==> src/sv/assert_macros.svh <==
// Assertion macros for the RTL.
// Needs nothing else; included by keyed_alarm_dedup_window, which checks its own logic.
`ifndef ASSERT_MACROS_SVH
`define ASSERT_MACROS_SVH

// implication or plain property checked on every rising edge outside reset
`define KADW_ASSERT(lbl, clk, rst, prop, msg) \
   lbl: assert property (@(posedge clk) disable iff (rst) prop) else $error(msg);

// expression that must never be true
`define KADW_NEVER(lbl, clk, rst, expr, msg) \
   `KADW_ASSERT(lbl, clk, rst, !(expr), msg)

`endif

==> src/sv/kadw_ram.sv <==
// Generic single-port-write, single-port-read RAM with registered read data.
// No dependencies.
module kadw_ram #(
   parameter int WIDTH = 8,
   parameter int DEPTH = 16
) (
   input  logic                     clock,
   input  logic                     wr_en,
   input  logic [$clog2(DEPTH)-1:0] wr_addr,
   input  logic [WIDTH-1:0]         wr_data,
   input  logic                     rd_en,
   input  logic [$clog2(DEPTH)-1:0] rd_addr,
   output logic [WIDTH-1:0]         rd_data
);
   logic [WIDTH-1:0] mem [DEPTH];

   always_ff @(posedge clock) begin
      if (wr_en) begin
         mem[wr_addr] <= wr_data;
      end
      if (rd_en) begin
         rd_data <= mem[rd_addr];
      end
   end
endmodule

==> config.mk <==
export PLATFORM = sky130hd
export DESIGN_NAME = kadw_ram
export DESIGN_NICKNAME = d
export VERILOG_FILES = /design/src/sv/assert_macros.svh /design/src/sv/kadw_ram.sv
export SDC_FILE = /design/constraint.sdc
export NUM_CORES = 1
export LEC_CHECK = 0
export BUFFER_PORTS_ARGS = -buffer_cell sky130_fd_sc_hd__buf_2
export CAP_MARGIN = 10
export CORE_ASPECT_RATIO = 2
export CORE_MARGIN = 4
export CORE_UTILIZATION = 45
export DETAILED_ROUTE_END_ITERATION = 8
export PLACE_DENSITY = 0.64
export SLEW_MARGIN = 20
export SYNTH_ARGS = -nofsm -noshare
export SYNTH_HDL_FRONTEND = slang
export SYNTH_SLANG_ARGS = --single-unit
==> constraint.sdc <==
create_clock -name clock -period 2.2 [get_ports clock]
set_clock_uncertainty 0.1 [all_clocks]
set_input_delay 0.66 -clock clock [delete_from_list [all_inputs] [get_ports clock]]
set_output_delay 0.66 -clock clock [all_outputs]
set_load 0.02 [all_outputs]
-- After elaboration in Yosys (flattened, before gate mapping)
Memories as Yosys holds them, arrays and structs flattened. A register that Yosys moved wholly into a read port is not among the register bits.
Index checks and enable logic that the tools add are counted.
- muxes and demuxes: 2
- operators with widths (cell ; number):
    $mux W1 ; 2
- input port bits: 19
- memories kept: 1
- register bits after elaboration: 0
- output and inout bits: 8
- bits in writable memories: 128
- memories (name ; depth ; bits a word ; read ports ; clocked after memory_dff ; wr ports ; line ; text):
    mem ; 16 ; 8 ; 1 ; 1 ; 1 ; kadw_ram.sv:15 ; logic [WIDTH-1:0] mem [DEPTH];

-- Longest topological paths before layout
Gate-level depths: netlist (run 1).
- depth after elaboration: 2
- gate-level depth with buffers: 5

-- Least setup slack after synthesis (run 1)
Ideal clock, no wire load.
- path type: input to register
- start: input port wr_addr[2]
- end: memory mem[0][0], enable pin
- buffers on the path: 0
- setup slack: -53 ps
- setup time: 383 ps
- cell stages on the path: 2
- data arrival time: 1770 ps
- cell sequence: or3b_2 > nor3_1
- RTL lines (what ; line ; text):
    start: declaration ; kadw_ram.sv:9 ; input logic [$clog2(DEPTH)-1:0] wr_addr,
    end: declaration ; kadw_ram.sv:15 ;
No word-level cell before the write port.

==> impl_metrics.toml, run 1 <==
[route]
drc = 0
vias = 2499
vias_per_cell = 5.591
drt_iter0_drc = 172
finalWirelength_um = 10270
first_pass_iters = 5
wl_per_cell_um = 22.96
route.antenna.remaining_nets = 0

[global_route]
use_met3_pct = 4.671
grt.total_usage_pct = 16.50
use_met2_pct = 30.18
antenna_found_initial = 0
grt_pass1_vias = 2713
grt_overflow = 0
grt_pass1_wl_um = 15920
grt_busiest_layer = "met2"
use_met1_pct = 17.84
grt_max_degree = 25

[synth]
avgSynthCellArea_um2 = 22.83
synth.cell_area_um2 = 5228
yosysUniqueCellTypes = 18
yosys_register_bits = 136
yosysWarnings = 0
synth_seq_area_share_pct = 78.12
yosys.area.top_type_share_pct = 78.12
synth_fp_nets = 248
synth_top_cell_by_area = "edfxtp_1"
syn_inst = 229
synth_area_leaders = "edfxtp_1, mux4_2, mux4_1"

[final_layout]
multi_input_area_um2 = 1062
nNetsFinal = 311
antenna_cells = 0
design_area_um2 = 6339
fillers = 860
syn_to_final_growth_pct = 21.25
seqCellArea_um2 = 4084
drive_gt1_share_pct = 34.75
fin_cells = 447

[floorplan]
ioPinCount = 27
fp.dieW_um = 84.21
fp.dieH_um = 160.4
core_um2 = 11350
die_area_um2 = 13510
num_rows = 55
start_util_pct = 46.04

[pwr]
clock_power_share_pct = 48.4
powerDensity_nw_per_um2 = 985.9
p_total_w = 0.006249
p_seq_share_pct = 46.9
p_leak_nw = 2.182
p_sw_w = 0.001283
swShare_pct = 20.53
max-vdd-ir-drop_uv = 720.8
p_int_w = 0.004966
power_frac_comb_pct = 4.6

[sta]
finalCriticalPeriod_ps = 1843
fmax_mhz = 542.5
whs_ps = 511.0
setup_viol = 0
finalMaxSlewViolations = 0
rsz0062_at_grt = "no"
worst_slack_ps = 356.6
fin_crit_sh_pct = 83.79
slew_headroom_pct = 72.86
worst_pin_slew_ps = 407.0
hold_violations = 0

[clock_tree]
cts_buffer_depth = 2
worst_skew_pair.late_latency_ps = 410
cts-buffers-inserted = 17
htreeDepth = 4
cts_hold_buf = 0
postCtsSetupBuffers = 0
cts_root_buf = "clkbuf_16"
clkTransAtPathRegs_ps = 60
numClockSinks = 136
cts_resized = 0
cts_tree = "yes"

[setup_path]
crit_path_end_kind = "register"
crit_fanout = 13
critical_path_required_ps = 2250
r2r_cells = 3
crit_path_start = "rd_addr[0]"
crit_path_max_incr_delay_ps = 570
cp_slowest_cell = "mux4_1"
critPathKind = "input port to register"
timing.rr.start = "mem[3][5]"
start_kind = "input port"
worstPathCellList = "buf_2, buf_12, mux4_1, a22oi_1, nand2_1"
cp.arrival_ps = 1900

[worst_hold_path]
hold_path_class = "input port to register"
min-delay-start = "rd_en"
hold_path_depth = 1

[placement]
dpl_cell_area_um2 = 5702
dp.cells = 415
dpl_worst_slack_ps = -78.12
gp_congestion = 0.8074
numPortBuffers = 26
dpl.hpwl_um = 6826

[run]
maxCapViolations = 0

[outcome]
status = "finished, final reports clean"
-- synth_stat cells --
master / instances
edfxtp_1: 136
mux4_2: 18
a22oi_1: 16
mux4_1: 14
nor2_1: 13
nand2_1: 9
nor3_1: 4
buf_2: 3
buf_6: 3
clkdlybuf4s25_2: 3
nand2b_1: 2
nand3b_1: 2
and2_1: 1
and2b_1: 1
buf_4: 1
nand3_1: 1
nor2b_1: 1
or3b_2: 1
-- layer usage --
metal  share of wire (%)  wire, um
met1                  36      3699
met2                  58      5998
met3                 4.4       447
met4                 1.2       119
met5                   0         0
-- registers in the layout, summed over array words and instances, names as in the netlist --
register and flops:
mem 128, rd_data 8
-- cell usage in the layout, fill, tap and decap left out, types with 2 or more instances in the layout --
cell	count
bufinv_16	4
inv_6	7
clkbuf_16	17
nand2b_1	2
clkinv_4	2
edfxtp_1	136
buf_2	26
a22oi_1	16
nor3_1	3
nor2_1	13
nand2_1	9
mux4_1	14
nand3b_1	2
mux4_2	18
buf_12	3
buf_4	25
-- stage by stage --
step | util [%] | setup TNS [ps]
6_report | 55.82 | 0
5_1_grt | 55.82 | 0
4_1_cts | 55.82 | 0
3_5_place_dp | 50.21 | -288.2
3_3_place_gp | 50.21 | -273.4
2_1_floorplan | - | 0
-- area by class of cell --
class,count,area share [%]
clock buffer,17,6.711
clock inverter,15,3.336
multi-input combinational,83,16.76
sequential,136,64.43
tap,142,2.803
timing repair buffer,54,5.961
-- power by group through the flow --
stage	Clock, W	Sequential (W)	Combinational [W]
2_1_floorplan	0	0.00300	0.000148
3_3_place_gp	0	0.00299	0.000287
3_5_place_dp	0	0.00299	0.000293
4_1_cts	0.00309	0.00293	0.000295
5_1_grt	0.00321	0.00294	0.000313
6_report	0.00303	0.00293	0.000289
-- logic make-up after synthesis --
group                  after synthesis  synth area share (%)
flip-flops                         136                 78.12
buffers and inverters               10                 1.651
AND/OR/NAND/NOR                     35                 3.136
multiplexers                        32                 14.79
AO/OA/AOI/OAI                       16                 2.298
-- critical path: cells and delay by family --
family                 cells  cell delay, ps
and+or+nand+nor            1             100
muxes                      1             570
AOI/OAI and AO/OA          1             250
buffers and inverters      2             310
-- worst paths after layout --
path / endpoint / slack (ps)
min: rd_data[7] / 510
max: rd_data[5] / 360
max reg2reg: rd_data[5] / 590
min reg2reg: rd_data[3] / 650
Note: power is estimated with default switching activity, not from simulation.
==> run 2, diff against run 1 <==
- PLACE_DENSITY: 0.64 -> 0.62
- clock period: 2.2 -> 1.8 ns (I/O delays scaled with it)
==> run 2 against run 1 <==
Against the previous run: final cell count unchanged; sequential power up 23%; combinational power is 27% higher; utilization decreased by 0.20 points; global-route usage decreased by 0.19 points; first-iteration DRC count up 42%; flip-flop and latch count unchanged; hold slack worse by 110 ps; largest cell class unchanged.
==> impl_metrics.toml, run 2 (same netlist as run 1, synthesis figures left out) <==
[final_layout]
fillers = 867
most-common-layout-cells = "edfxtp_1, mux4_2, buf_2"
largestRegisters = "mem: 128 flops, rd_data: 8 flops"
top_register = "mem"
antenna_cells = 0
seqCellArea_um2 = 4084
design_area_um2 = 6316
final_common_cell = "edfxtp_1"
nNetsFinal = 312
drive_gt1_share_pct = 39.67
largest_reg_flops = 128
multi_input_area_um2 = 1033
syn_to_final_growth_pct = 20.82

[run]
maxCapViolations = 0

[placement]
numPortBuffers = 26
dpl.hpwl_um = 7011
dpl_worst_slack_ps = -414.9
gp_congestion = 0.7992
dpl_cell_area_um2 = 5695

[setup_path]
crit_fanout = 11
cp_slowest_cell = "mux4_1"
start_kind = "input port"
path_buf_inv = 2
crit_path_start = "rd_addr[0]"
r2r_slack_ps = 270
r2r_cells = 3
reg2reg_to = "rd_data[0]"
critPathKind = "input port to register"
crit_path_max_incr_delay_ps = 580
worstPathCellList = "clkbuf_4, buf_12, mux4_1, a22oi_1, nand2_1"
crit_path_end_kind = "register"
crit_family = "multiplexers"
timing.rr.start = "mem[1][0]"
critical_path_required_ps = 1860
cp.arrival_ps = 1750

[route]
vias_per_cell = 5.472
route.antenna.remaining_nets = 0
wl_per_cell_um = 22.72
drc = 0
drt_iter0_drc = 244
first_pass_iters = 4
finalWirelength_um = 10160
vias = 2446

[pwr]
p_total_w = 0.007480
max-vdd-ir-drop_uv = 706.4
p_leak_nw = 2.123
powerDensity_nw_per_um2 = 1184

[floorplan]
ioPinCount = 27
num_rows = 55
die_area_um2 = 13510
core_um2 = 11350
fp.dieH_um = 160.4
fp.dieW_um = 84.21
start_util_pct = 46.04

[global_route]
grt_pass1_vias = 2676
grt_overflow = 0
grt_max_degree = 21
grt.total_usage_pct = 16.32
grt_pass1_wl_um = 15850
antenna_found_initial = 0

[sta]
finalCriticalPeriod_ps = 1693
setup_viol = 0
hold_violations = 0
slew_headroom_pct = 45.77
worst_pin_slew_ps = 810.5
fmax_mhz = 590.6
finalMaxSlewViolations = 0
worst_slack_ps = 106.9
rsz0062_at_grt = "no"
setup_tns_ps = 0
fin_crit_sh_pct = 94.06

[clock_tree]
clkTransAtPathRegs_ps = 60
numClockSinks = 136
worst_skew_pair.late_latency_ps = 410
cts-buffers-inserted = 17
cts_resized = 0
htreeDepth = 4
cts_root_buf = "clkbuf_16"
postCtsSetupBuffers = 0
cts_hold_buf = 0
cts_tree = "yes"
cts_buffer_depth = 2

[worst_hold_path]
min-delay-start = "rd_en"
hold_path_class = "input port to register"
hold_end = "rd_data[2]"
hold_path_depth = 1

[outcome]
status = "finished, final reports clean"
-- run 2: layer usage --
metal,up-vias,wire (um),track usage [%],share of wire (%)
li1,1091,-,-,-
met1,1283,3773,18.51,37
met2,62,5870,29.14,58
met3,10,390,4.466,3.8
met4,0,121,5.783,1.2
met5,-,0,0,0
-- run 2: area by class of cell --
cell class / count / area share, %
clock inverters: 14 / 2.892
clock buffers: 17 / 6.735
flip-flops and latches: 136 / 64.66
repair buffers: 55 / 6.537
multi-input cells: 83 / 16.36
well taps: 142 / 2.813
-- run 2: worst register-to-register path: cells and delay by family, from the launching register on --
family	cells	cell delay, ps
mux	1	530
flops	1	380
compound gates	1	200
simple gates	1	70
-- run 2: how the worst max path moves through the flow --
stage / slack, ps / depth (start not counted) / endpoint
after floorplan: -110 / 2 / mem[3][0]
after global placement: -390 / 5 / rd_data[4]
after detailed placement: -410 / 5 / rd_data[6]
after CTS: 20 / 5 / rd_data[6]
after global routing: 20 / 5 / rd_data[0]
final: 110 / 5 / rd_data[0]
-- run 2: stage by stage --
stage,hold slack [ps],std cells,util [%]
floorplan,538.9,229,-
finish,404.1,447,55.63
detailed placement,636.4,416,50.16
CTS,395.2,447,55.52
global route,392.7,447,55.63
global placement,637.8,416,50.16
-- run 2: where the power goes --
group / switching [W] / total, W / internal (W)
Combinational: 0.000205 / 0.000366 / 0.000161
Sequential: 0.0000186 / 0.00359 / 0.00357
Clock: 0.00123 / 0.00353 / 0.00229
