[src/sv/assert_macros.svh]
// Assertion macros for the RTL.
// Needs nothing else; included by keyed_alarm_dedup_window, which checks its own logic.
`ifndef ASSERT_MACROS_SVH
`define ASSERT_MACROS_SVH

// implication or plain property checked on every rising edge outside reset
`define KADW_ASSERT(lbl, clk, rst, prop, msg) \
   lbl: assert property (@(posedge clk) disable iff (rst) prop) else $error(msg);

// expression that must never be true
`define KADW_NEVER(lbl, clk, rst, expr, msg) \
   `KADW_ASSERT(lbl, clk, rst, !(expr), msg)

`endif

[src/sv/kadw_pkg.sv]
// Package for the keyed alarm dedup window: sizes, register codes, chain types,
// and the liveness test. No dependencies.
package kadw_pkg;

   localparam int TRACK_ENTRIES = 32;
   localparam int CLASS_COUNT   = 256;

   localparam int TIME_W   = 40;
   localparam int KEY_W    = 32;
   localparam int CLASS_W  = 8;
   localparam int WINDOW_W = 26;   // 65535 s * 1000 fits
   localparam int TRACK_IW = $clog2(TRACK_ENTRIES);
   localparam int CLASS_AW = $clog2(CLASS_COUNT);
   localparam int CLASS_LIM_W = 13;

   localparam int CSR_IDX_W  = 2;
   localparam int CSR_DATA_W = 16;

   localparam logic [CSR_IDX_W-1:0] CSR_DEDUP_INTERVAL = 2'd0;
   localparam logic [CSR_IDX_W-1:0] CSR_TRACKER_EN     = 2'd1;

   localparam logic [WINDOW_W-1:0] DEFAULT_WINDOW_MS = WINDOW_W'(5000);
   localparam logic [WINDOW_W-1:0] MS_PER_S          = WINDOW_W'(1000);
   localparam logic [CLASS_LIM_W-1:0] CLASS_LIMIT    = CLASS_LIM_W'(CLASS_COUNT);

   // query travelling down the track chain with the running search result
   typedef struct packed {
      logic [TIME_W-1:0]   now;
      logic [KEY_W-1:0]    tid;
      logic                hit;
      logic                free_found;
      logic [TRACK_IW-1:0] free_idx;
      logic [TIME_W-1:0]   old_ts;
      logic [TRACK_IW-1:0] old_idx;
   } token_type;

   // entry update broadcast to every cell
   typedef struct packed {
      logic                en;
      logic [TRACK_IW-1:0] idx;
      logic [KEY_W-1:0]    key;
      logic [TIME_W-1:0]   ts;
   } write_type;

   // entries stamped in the future stay live
   function automatic logic is_live(input logic valid, input logic [TIME_W-1:0] ts,
                                    input logic [TIME_W-1:0] now,
                                    input logic [WINDOW_W-1:0] window);
      logic [TIME_W-1:0] age;
      age = now - ts;
      return valid && ((ts > now) || (age < TIME_W'(window)));
   endfunction

endpackage

[src/sv/kadw_track_cell.sv]
// One track table entry plus one stage of the search chain.
// Uses kadw_pkg for the token and write types and the liveness test.
module kadw_track_cell (
   input  logic                            clock,
   input  logic                            reset,
   input  logic [kadw_pkg::TRACK_IW-1:0]   cell_idx,
   input  logic [kadw_pkg::WINDOW_W-1:0]   window,
   input  logic                            in_vld,
   input  kadw_pkg::token_type             in_tok,
   output logic                            out_vld,
   output kadw_pkg::token_type             out_tok,
   input  kadw_pkg::write_type             wr
);
   import kadw_pkg::*;

   logic              entry_vld_ff;
   logic [KEY_W-1:0]  key_ff;
   logic [TIME_W-1:0] ts_ff;
   logic              live;
   token_type         tok_in;
   logic              vld_ff;
   token_type         tok_ff;

   always_comb begin
      live   = is_live(entry_vld_ff, ts_ff, in_tok.now, window);
      tok_in = in_tok;
      if (live && (key_ff == in_tok.tid)) begin
         tok_in.hit = 1'b1;
      end
      if (!live && !in_tok.free_found) begin
         tok_in.free_found = 1'b1;
         tok_in.free_idx   = cell_idx;
      end
      // strict compare keeps the lower index on a tie
      if (entry_vld_ff && (ts_ff < in_tok.old_ts)) begin
         tok_in.old_ts  = ts_ff;
         tok_in.old_idx = cell_idx;
      end
   end

   always_ff @(posedge clock) begin
      if (reset) begin
         entry_vld_ff <= 1'b0;
         vld_ff       <= 1'b0;
      end else begin
         vld_ff <= in_vld;
         if (wr.en && (wr.idx == cell_idx)) begin
            entry_vld_ff <= 1'b1;
         end
      end
      if (wr.en && (wr.idx == cell_idx)) begin
         key_ff <= wr.key;
         ts_ff  <= wr.ts;
      end
      tok_ff <= tok_in;
   end

   assign out_vld = vld_ff;
   assign out_tok = tok_ff;
endmodule

[config.mk]
export PLATFORM = sky130hd
export DESIGN_NAME = kadw_track_cell
export DESIGN_NICKNAME = d
export VERILOG_FILES = /design/src/sv/assert_macros.svh /design/src/sv/kadw_pkg.sv /design/src/sv/kadw_track_cell.sv
export SDC_FILE = /design/constraint.sdc
export NUM_CORES = 1
export LEC_CHECK = 0
export BUFFER_PORTS_ARGS = -buffer_cell sky130_fd_sc_hd__buf_2
export CORE_ASPECT_RATIO = 1.4
export CORE_MARGIN = 4
export CORE_UTILIZATION = 36
export DETAILED_ROUTE_END_ITERATION = 7
export GPL_TIMING_DRIVEN = 0
export PLACE_DENSITY = 0.58
export RECOVER_POWER = 100
export SYNTH_ARGS = -nofsm -noshare
export SYNTH_HDL_FRONTEND = slang
export SYNTH_SLANG_ARGS = --single-unit
[constraint.sdc]
create_clock -name clock -period 6.3 [get_ports clock]
set_clock_uncertainty 0.05 [all_clocks]
set_input_delay 0.315 -clock clock [delete_from_list [all_inputs] [get_ports clock]]
set_output_delay 0.315 -clock clock [all_outputs]
set_load 0.02 [all_outputs]
Yosys cells after proc, flatten, opt, wreduce, memory -nomap -nowiden
Index checks and enable logic that the tools add are counted.
- logic and storage cells: 27
- output and inout port bits: 125
- register bits after elaboration: 198
- add/sub/neg operators: 1
- equality and inequality tests: 2
- $lt $le $gt $ge: 3
- reduce and logical (&&, ||, !) cells: 8
- multiplexer cells: 2
- operators with widths (kind ; count):
    $mux 45 ; 1
    $gt 40x40->1 ; 1
    $lt 40x26->1 ; 1
    $lt 40x40->1 ; 1
    $sub 40x40->40 ; 1
    $eq 32x32->1 ; 1
    $eq 5x5->1 ; 1
    $logic_and 1x1->1 ; 5
    $mux 5 ; 1
    $logic_not 1->1 ; 2
    $logic_or 1x1->1 ; 1

Logic depth before layout (Yosys ltp)
Gate-level depths: netlist (run 1).
- depth after elaboration: 7
- depth in mapped cells: 22

Worst setup path after synthesis (run 1)
Ideal clock, no wire load.
- path kind: register -> register
- from: reg ts_ff[14]
- to: reg tok_ff (netlist bit out_tok[45])
- cell stages (with the launch flop): 22
- data arrival time: 4575 ps
- setup slack: 1551 ps
- period minus slack after synthesis: 4749 ps
- path buffers: 1
- library setup time: 123 ps
- path through: edfxtp_1 -> inv_1 -> ha_1 -> clkbuf_2 -> nand2_1 -> o21a_1 -> a2111o_1 -> o21ai_1 -> a21o_1 -> a21oi_1 -> xnor2_1 -> ha_1 -> nor4b_2 -> o21ai_1 -> or3_1 -> nor4_1 -> nand4_1 -> or4_1 -> nor4b_2 -> nand4_1 -> nand3b_2 -> mux2_1
- RTL lines (element ; RTL line ; source):
    start: declaration ; kadw_track_cell.sv:18 ; logic [TIME_W-1:0] ts_ff;
    start signal: assignment ; kadw_track_cell.sv:53 ; ts_ff <= wr.ts;
    end signal: assignment ; kadw_track_cell.sv:55 ; tok_ff <= tok_in;
    end: declaration ; kadw_track_cell.sv:22 ; token_type tok_ff;

==> metrics, run 1 <==
max-slew violations 76; GP Congestion 0.904; Finish-stage setup viols 0; post-synthesis sequential area ratio between 40 and 50%; Max stage delay on crit path 0.68 ns; Worst Setup SP in_tok[91]; routed wl met3 just over 2 mm; Root Driver clkbuf_16; All-Layer GR Usage 20.8%; Least-Margin Pin Slew 2.44 ns; Final Hold Fails 0; Met2 Wirelength approximately 17 mm; cell taking the most area after synthesis dfxtp_1; Synth area leaders dfxtp_1 25%, edfxtp_1 22%, ha_1 13%, xnor2_1 4.4%, inv_1 4.3%; setup ws final 0.400 ns; Mapped Avg Cell Area 10.4 um^2; IO buf count 360; Cell Area, Synth 9960 um^2; initial antenna violation count 2; Reg-to-Reg End out_tok[48]; CTS tree yes; Tcrit/Tclk final 93.7%; crit path to out_tok[48]; core area roughly 27000 um^2; Area growth syn-to-layout 40.8%; WP data required 6.58 ns; Post-CTS Setup Bufs 0; Worst-path clk slew 0.07 ns; FP Rows 71; highest clock rate 0.169 GHz; failing checks capacitance limit, slew limit; # IOs around 360; P_leak roughly 6.4 nW; H-tree depth 4; DIE HEIGHT 205 um; maxcap violations 2; Max IR drop VDD 0.183 mV; die width around 150 um; critical path's slowest cell o31ai_1; DRT iter0 DRCs 346; largest net degree at the start of global routing 40; CTS Buffer Depth 2; Post-synth EDFFs 72; total CTS buffers 17; hold_ws 0.0239 ns; R2R Path Start ts_ff[7]; hpwl dp between 20 and 25 mm; Via density approximately 4.8; min cycle time layout ~5.9 ns; register area ~4700 um^2; Total Power approximately 3.1 mW; Vias 8880; Yosys reg bits 198; post-synthesis cell count between 900 and 1000; Ys Warns 0; FF-to-FF setup slack roughly 0.52 ns; R2R cell count 19; top-count cell post-synth dfxtp_1; first-pass GRT wire length 49.1 mm; final routed DRC violation total 0; filler cell count 2543; worst rel slew slack -62.4%; net count after synthesis 1296; CP Capture Type flip-flop; worst min path class in -> reg; Synth top area share 25.3%; synth cell count leaders 126 x dfxtp_1, 115 x inv_1, 104 x ha_1, 72 x edfxtp_1, 60 x a21oi_1; asr flop ratio synth 0%; status finished with violations; critical-path cell list dlygate4sd3_1 > clkbuf_1 > ha_1 > a21oi_1 > nand2_1 > o21ai_0 > a31oi_1 > o31ai_1 > o21ai_0 > xor2_1 > ha_1 > a21o_1 > a21o_1 > a2111oi_0 > a31oi_1 > or4_1 > nor4b_2 > nand4_1 > nand3b_2 > mux2_1; Multi-input gate area 4720 um^2; vias in the first global route approximately 9500; CTS sink cnt 198; Fin Setup TNS 0 ns; worst skew pair latency 0.45 ns; RSZ-0062 raised after global routing no; WS Path Type in -> reg; WL per Instance 17.0 um; total grt overflow 0; Antenna Nets Post-Route 0; Pwr Density 222 nW/um^2; crit path DAT 6.18 ns; Total Wirelength 31.6 mm; Nets 1821; initial cell density of the core 36.8%; share of layout cells above drive strength 1 14.7%; Place WS 0.400 ns; Final Util about half; Die Area 30400 um^2; Pre-antenna DRT Iters 4; crit path launch type primary input; met1 wire length between 10 and 15 mm; Crit Path Max Fanout 5; highest metal used met5; Primary FF master, synth dfxtp_1; synth unique cells 66
routing by layer:
metal	GRT usage (%)	vias up
met5	0	-
met4	6.93	2
met1	22.1	4051
met3	5.31	41
met2	39.5	333
li1	-	4453
sequential cells by signal, indices dropped and copies added, names as in the netlist:
register / cells
out_tok: 124
ts_ff: 40
key_ff: 32
entry_vld_ff: 1
out_vld: 1
cell families (layout without fill, tap and decap cells):
family | Yosys count | after routing | share of synthesized area, %
simple gates | 202 | 202 | 10.7
xor+xnor | 65 | 65 | 5.71
flops | 198 | 198 | 47.0
fa+ha+maj | 105 | 105 | 13.3
buf+inv | 141 | 679 | 5.64
compound gates | 192 | 192 | 12.3
other cells | 0 | 1 | 0
mux | 52 | 52 | 5.37
worst min-delay path by stage:
stage                      startpoint            to  cells after the start  slack [ns]
after global placement     in_tok[84]   out_tok[84]                      1        0.39
after global routing       in_tok[45]   out_tok[45]                      2        0.02
after CTS                  in_tok[45]   out_tok[45]                      2       0.005
after detailed placement   in_tok[84]   out_tok[84]                      1        0.39
after floorplan           in_tok[100]  out_tok[100]                      0        0.29
final                      in_tok[45]   out_tok[45]                      2        0.02
layout make-up:
type / instances / area share, %
diodes: 1 / 0.0178
plain buffers: 26 / 0.892
clock buffers: 19 / 3.16
clock inverters: 13 / 1.15
inverters: 115 / 3.08
multi-input cells: 616 / 33.7
flip-flops and latches: 198 / 33.4
well taps: 365 / 3.25
repair buffers: 506 / 21.4
timing repair:
item                       CTS  global route
setup endpoints to repair    0             5
gates resized for setup      0             1
hold endpoints to repair   144             1
hold buffers               144             1
metrics by stage:
step | cell area, um^2 | instances
after floorplan | 9960 | 955
after global placement | 12200 | 1680
after detailed placement | 12300 | 1681
after CTS | 14300 | 1857
after global routing | 14000 | 1858
final | 14000 | 1859
power by group:
part / switching (mW) / internal [mW] / total [mW] / leakage (nW)
clock network: 0.529 / 0.611 / 1.14 / 0.300
logic: 0.323 / 0.263 / 0.586 / 4.37
registers: 0.0160 / 1.38 / 1.39 / 1.71
total: 0.868 / 2.25 / 3.12 / 6.38
placed cells by master, fill, tap and decap left out, types with 3 or more instances in the layout:
cell / n
a31oi_1: 8
mux2_1: 5
edfxtp_1: 72
nor3_1: 12
o21ai_0: 36
xnor2_1: 50
o21bai_1: 3
mux2_2: 7
or2_2: 5
mux2i_1: 40
clkbuf_1: 221
and2_1: 3
dfxtp_1: 126
ha_1: 104
a21oi_1: 60
and3_1: 4
xor2_1: 15
o211ai_1: 10
o21a_1: 8
nand3_1: 16
nor2b_1: 11
a22oi_1: 3
inv_1: 115
a21o_1: 27
buf_2: 162
nand3b_1: 3
dlygate4sd3_1: 145
inv_6: 5
nand2_1: 47
nor2_1: 34
nor4_1: 10
a21boi_0: 3
or4_1: 3
nand4_1: 33
clkbuf_16: 17
o22ai_1: 4
nand2b_1: 13
worst max-delay path, delay by kind of cell:
kind	cells	cell delay, ns
compound gates	9	2.59
simple gates	5	1.49
buf+inv	2	0.66
fa+ha+maj	2	0.55
mux	1	0.36
xor+xnor	1	0.19
Power figures use the tool's default switching activity.
==> run 2: changes to the inputs <==
--- a/config.mk
+++ b/config.mk
@@ -10,7 +10,6 @@
 export CORE_MARGIN = 4
 export CORE_UTILIZATION = 36
 export DETAILED_ROUTE_END_ITERATION = 7
-export GPL_TIMING_DRIVEN = 0
 export PLACE_DENSITY = 0.58
 export RECOVER_POWER = 100
 export SYNTH_ARGS = -nofsm -noshare
==> run 2 against run 1 <==
The flow still finishes with violations (capacitance limit, slew limit); power decreased by 0.37%; combinational power about the same; global-route usage increased by 0.25 points; critical path type unchanged.
==> metrics, run 2 (same netlist as run 1, synthesis figures left out) <==
maxcap violations 2 (unchanged); largest net degree at the start of global routing 74 (+85%); Worst Hold Launch in_tok[45]; core area 27100 um^2 (unchanged); CTS tree yes; CTS Buffer Depth 2 (unchanged); worst rel slew slack -139% (-76 points); commonest non-fill, non-tap cell in the layout clkbuf_1; crit path launch type primary input; Via density 4.79 (+0.36%); vias in the first global route 9450 (-0.20%); Finish-stage setup viols 0 (unchanged); Total Power 3.11 mW (-0.37%); WP data required 6.59 ns (about the same); Crit Path Max Fanout 5 (unchanged); FP Rows 71 (unchanged); die width 149 um (unchanged); Die Area 30400 um^2 (unchanged); Antenna Nets Post-Route 0 (unchanged); crit path DAT 6.06 ns (-0.12 ns); Buffers & Inverters on Critical Path 2 (unchanged); critical-path cell list dlygate4sd3_1 > clkbuf_1 > ha_1 > o211ai_1 > a21o_1 > a311oi_1 > a21oi_1 > o21ai_1 > a21o_1 > a21oi_1 > xnor2_1 > ha_1 > nor4b_2 > o21ai_1 > or3_1 > nor4_1 > nand4_1 > or4_1 > nor4b_1 > nand4_1 > nand3b_2 > mux2_1; share of layout cells above drive strength 1 14.3% (-0.47 points); total CTS buffers 17 (unchanged); # IOs 361 (unchanged); hpwl dp 25.3 mm (+1.7%); max-slew violations 120 (+58%); DIE HEIGHT 205 um (unchanged); hold_buf cts 143 (-0.69%); Top delay family on crit path simple AND/OR/NAND/NOR gates; Tcrit/Tclk final 91.6% (-2.0 points); Pre-antenna DRT Iters 5 (+1); Levels on crit path 22 (+10%); Nets 1793 (-1.5%); Worst Hold Path Cells 2 (unchanged); All-Layer GR Usage 21.0% (+0.25 points); Worst-path clk slew 0.08 ns (about the same); Max stage delay on crit path 0.54 ns (-0.14 ns); highest clock rate 0.173 GHz (+2.2%); Ant. Diodes 0 (-1); H-tree depth 4 (unchanged); Place WS 0.677 ns (+0.278 ns); Least-Margin Pin Slew 3.58 ns (+1.14 ns); status finished with violations; Total Wirelength 32.3 mm (+2.0%); Final Hold Fails 0 (unchanged); total grt overflow 0 (unchanged); Root Driver clkbuf_16; worst min path class in -> reg; most frequent cells in the layout 203 x clkbuf_1, 157 x buf_2, 144 x dlygate4sd3_1; min cycle time layout 5.77 ns (-0.127 ns); WS Path Type in -> reg; Reg-to-Reg End out_tok[46]; FF-to-FF setup slack 0.64 ns (+0.12 ns); CTS sink cnt 198 (unchanged); R2R Path Start ts_ff[4]; crit path to out_tok[46]; GP Congestion 0.915 (+1.2%); max reg flops 124 (unchanged); Max IR drop VDD 0.209 mV (+14%); RSZ-0062 raised after global routing no; filler cell count 2557 (+0.55%); initial antenna violation count 4 (+2); hold_ws 0.0231 ns (-0.000798 ns); initial cell density of the core 36.8% (unchanged); final routed DRC violation total 0 (unchanged); R2R cell count 21 (+2); P_leak 6.30 nW (-1.2%); IO buf count 360 (unchanged); Pwr Density 224 nW/um^2 (+0.74%); Worst Setup SP in_tok[87]; CP Capture Type flip-flop; Post-CTS Setup Bufs 0 (unchanged); failing checks capacitance limit, slew limit; DRT iter0 DRCs 255 (-26%); worst skew pair latency 0.45 ns (about the same); setup ws final 0.527 ns (+0.127 ns); Area growth syn-to-layout 39.3%; Vias 8773 (-1.2%); WL per Instance 17.6 um (+3.6%); post_cts resized 0 (unchanged); Fin Setup TNS 0 ns (unchanged); critical path's slowest cell dlygate4sd3_1; first-pass GRT wire length 49.4 mm (+0.72%)
-- run 2: stage by stage --
stage          area (um^2)  instances  utilization [%]
2_1_floorplan         9960        955                -
3_3_place_gp         12100       1654             44.7
3_5_place_dp         12100       1654             44.7
4_1_cts              14100       1829             52.2
5_1_grt              13900       1830             51.2
6_report             13900       1830             51.2
-- run 2: where the power goes --
part           internal (mW)  leakage (nW)  switching, mW  total [mW]
sequential              1.38          1.71         0.0177        1.40
clock                  0.571         0.295          0.556        1.13
combinational          0.262          4.29          0.323       0.584
total                   2.21          6.30          0.897        3.11
-- run 2: area by class of cell --
cell class | count | area, um^2 | area share (%)
Timing Repair Buffer | 504 | 2990 | 21.5
Sequential cell | 198 | 4680 | 33.8
Clock inverter | 15 | 178 | 1.28
Clock buffer | 17 | 425 | 3.07
Multi-Input combinational cell | 616 | 4710 | 33.9
Inverter | 115 | 432 | 3.11
Tap cell | 365 | 457 | 3.29
-- run 2: routing by layer --
layer	GRT usage (%)	vias up	part of all wire, %
met5	0	-	0.11
met4	5.91	6	1.9
met3	5.64	45	6.8
met2	40.9	309	54
met1	21.8	4012	37
li1	-	4401	-
-- run 2: worst min path at each step --
stage / slack (ns) / end
4_1_cts: 0.003 / key_ff[14]
2_1_floorplan: 0.29 / out_tok[100]
3_3_place_gp: 0.39 / out_tok[90]
5_1_grt: 0.01 / out_tok[45]
6_report: 0.02 / out_tok[45]
3_5_place_dp: 0.39 / out_tok[84]
